$ cat config.mk
export PLATFORM = sky130hd
export DESIGN_NAME = ffsa_ram
export DESIGN_NICKNAME = d
export VERILOG_FILES = /design/src/rtl/ffsa_ram.sv
export SDC_FILE = /design/constraint.sdc
export NUM_CORES = 1
export LEC_CHECK = 0
export ABC_AREA = 1
export CORE_MARGIN = 2
export CORE_UTILIZATION = 35
export CTS_CLUSTER_DIAMETER = 100
export CTS_CLUSTER_SIZE = 20
export DETAILED_ROUTE_END_ITERATION = 10
export DONT_BUFFER_PORTS = 1
export PLACE_DENSITY = 0.58
export SYNTH_ARGS = -nofsm -noshare
export SYNTH_HDL_FRONTEND = slang
export SYNTH_SLANG_ARGS = --single-unit
$ cat constraint.sdc
create_clock -name i_clk -period 1.1 [get_ports i_clk]
set_input_delay 0.11 -clock i_clk [delete_from_list [all_inputs] [get_ports i_clk]]
set_output_delay 0.11 -clock i_clk [all_outputs]
set_load 0.01 [all_outputs]
$ cat src/rtl/ffsa_ram.sv
module ffsa_ram #(
    parameter int unsigned WIDTH = 8,
    parameter int unsigned DEPTH = 16
) (
    input  logic                     i_clk,
    input  logic                     i_we,
    input  logic [$clog2(DEPTH)-1:0] i_waddr,
    input  logic [WIDTH-1:0]         i_wdata,
    input  logic [$clog2(DEPTH)-1:0] i_raddr,
    output logic [WIDTH-1:0]         o_rdata
);

    logic [WIDTH-1:0] r_mem [DEPTH];
    logic [WIDTH-1:0] r_rdata;

    always_ff @(posedge i_clk) begin
        if (i_we) begin
            r_mem[i_waddr] <= i_wdata;
        end
        r_rdata <= r_mem[i_raddr];
    end

    assign o_rdata = r_rdata;

endmodule

==> key figures <==
Timing
  • Setup repair after global routing missed its margin: false
  • Fmax: 0.9137 GHz
  • Setup TNS: 0 ns
  • Post-route worst setup slack: between 0.005 and 0.006 ns
  • Final Hold Viols: 0
  • Final setup viols: 0
  • Final Max Slew Viols: 0
  • Clk_skew: 0.005840 ns
  • Period utilisation layout: 99.50%
  • Min cycle time layout: ~1.1 ns
  • Worst slew pin tran: roughly 0.8 ns
  • Headroom to the max-slew limit: 46.50%

Synthesis
  • Post-synth cell types: 12
  • Multiplexer share of the synthesized area: 0%
  • Post-synthesis simple-gate area fraction: 21.05%
  • Register bit total from synthesis: 136
  • Synth Area in XOR/XNOR: 0%
  • Post-Synthesis Cells: 551
  • Mean Syn Cell Area: around 10 µm²
  • Syn_nets: 569
  • Post-synthesis compound-gate area fraction: 0%
  • Number of synthesis warnings: 0
  • Seq/Total Area, Yosys: between 60% and 70%
  • Synth Cell Area: 5767 µm²
  • Post-Synth Adder-Cell Area: 0%
  • Largest family of logic cells by synthesized area: simple AND/OR/NAND/NOR gates

Final layout
  • Fill cells: about 1,600
  • Layout Area Growth over Synthesis: 18.25%
  • Share of cells above drive strength 1: 9.122%
  • Area of the multi-input gates: 1229 µm²
  • N_diodes: 0
  • Reg area: 4004 µm²
  • Final Net Count: 597

CTS
  • Worst-path clk slew: 0.06 ns
  • Clk buf depth: 2
  • Sink Count: 136
  • H-tree levels: 4
  • CTS tree: done
  • Num CTS Buffers: 17
  • Postcts setup bufs: 0
  • Worst-Skew Late Latency: around 0.42 ns
  • Clk root buf: clkbuf_16

Worst setup path
  • Largest fanout on the critical path: 11
  • Critical Path AT: 1.40 ns
  • CP dominant cell by count: nand3_1
  • Bufs and invs on worst path: 1
  • Worst reg2reg path depth: 6
  • Crit. End Element: register
  • Cells along the critical path: dlygate4sd3_1 > nand3_1 > nand3_1 > nand2_1
  • Critical path type: input pin to register
  • CP Depth: 4
  • Slowest CP cell: dlygate4sd3_1
  • WP data required: 1.40 ns
  • Max incr delay on CP: approximately 0.88 ns
  • Crit start category: input pin
  • CP top delay family: buffers and inverters

Floorplanning
  • Initial Util: 36.04%
  • I/O Pins: 26
  • Row count: 46
  • Horiz. Die Dim: 132.4 µm
  • Core area: 16,000 µm²
  • Die height: 132.4 µm
  • Die area: between 15,000 and 20,000 µm²

Power and ir drop
  • Leakage: 0.002918 µW
  • Switching part of the total: 20.34%
  • PD cells: 1822 nW/µm²
  • Sequential share of power: a little under half
  • VDD IR-drop max: 1.112 mV
  • Combinational power share: 5.1%
  • Clk network pwr share: 47.7%
  • Net Switching: 2527 µW
  • Pint: slightly below 10,000 µW

Route
  • Vias: 3,854
  • Drt total wl: 14,290 µm
  • Routed vias/inst: about 4.8
  • Drt pass-1 iters: 5
  • Wire per inst: 17.69 µm
  • Post-route ant nets: 0
  • Drt drc: 0
  • Iter 0 DRT Violations: 439

GRT
  • Largest net degree at the start of global routing: 66
  • Tot GR Track Use: between 10% and 20%
  • First-pass GRT wire length: 21,960 µm
  • Initial antenna violation count: 2
  • Vias in the first global route: approximately 3,900
  • Remaining Overflow, GRT: 0

Worst hold path
  • WHS Path Cells: 4
  • Hold WC Path Type: input pin to register

Place
  • Post-DP HPWL: 8597 µm
  • Final GP Congestion: between 0.8 and 0.9
  • Port Buffers: 0
  • Pre-CTS WS: 0.03659 ns

Status
  • Status: completed

Run
  • Max_cap viols: 0
-- registers in the layout, indices dropped and copies added, names as in the netlist --
name / flops
r_mem: 128
o_rdata: 8
-- logic make-up after synthesis --
group,Yosys count
buffers and inverters,126
flip-flops,136
AND/OR/NAND/NOR,289
-- placed cells by master (no fill, tap or decap), drive strengths merged --
cell type     count
dfxtp             8
dlymetal6s4s      2
nand3b            2
nor2             17
clkbuf           23
edfxtp          128
nand3            97
dlygate4sd3       9
bufinv            4
inv             102
clkinv            5
nand2           173
buf              22
-- metrics by stage --
stage / instance area (µm²) / util [%] / hold slack, ns / cells / total power (µW)
floorplan: 5767 / - / 0.2089 / 551 / 6354
CTS: 6799 / 42.49 / 0.0003865 / 808 / 12480
detailed placement: 6073 / 37.96 / 0.2100 / 765 / 6463
global route: 6819 / 42.62 / 0.01628 / 808 / 12790
global placement: 6073 / 37.96 / 0.2105 / 765 / 6458
finish: 6819 / 42.62 / 0.01263 / 808 / 12420
-- cells in the mapped netlist --
cell type  number  area share, %
buf_6           6            1.2
nand3b_1        2           0.26
buf_2          13            1.1
dfxtp_1         8            2.8
nand2_1       173             11
inv_1         100            6.5
buf_4           4           0.52
buf_1           1          0.065
nor2_1         17            1.1
inv_2           2           0.13
nand3_1        97            8.4
edfxtp_1      128             67
-- power by group through the flow --
stage	Combinational (µW)	Clock (µW)	Sequential (µW)
finish	630	5930	5870
global placement	482	0	5980
detailed placement	486	0	5980
global route	701	6220	5880
CTS	629	5980	5870
floorplan	409	0	5950
-- area by class of cell --
class / count / share of cell area, %
Sequential cell: 136 / 58.72
Multi-Input combinational cell: 289 / 18.02
Clock buffer: 23 / 6.862
Inverter: 102 / 5.615
Timing Repair Buffer: 33 / 4.661
Tap cell: 216 / 3.963
Clock inverter: 9 / 2.165
-- per-layer routing --
layer,global-route usage (%),up-vias,routed length (µm)
met3,4.883,18,991
met5,0,-,21
li1,-,1834,-
met4,5.854,4,182
met1,22.30,1883,6303
met2,27.89,115,6791
-- worst paths after layout --
check / from / endpoint / slack (ns)
min reg2reg: r_mem[10][6] / o_rdata[6] / 0.67
min: i_raddr[1] / o_rdata[1] / 0.01
max reg2reg: r_mem[9][2] / o_rdata[2] / 0.08
max: i_raddr[2] / o_rdata[3] / 0.006
-- what timing repair did --
action / CTS / global route
endpoints found under the setup margin: 0 / 19
hold buffers: 11 / 0
endpoints found under the hold margin: 136 / 0
resized for setup: 0 / 5
-- worst min-delay path, stage by stage --
cell and delay (ns):
nand3_1 0.06, nand3_1 0.08, nand3_1 0.06, nand2_1 0.07
Power figures use the tool's default switching activity.
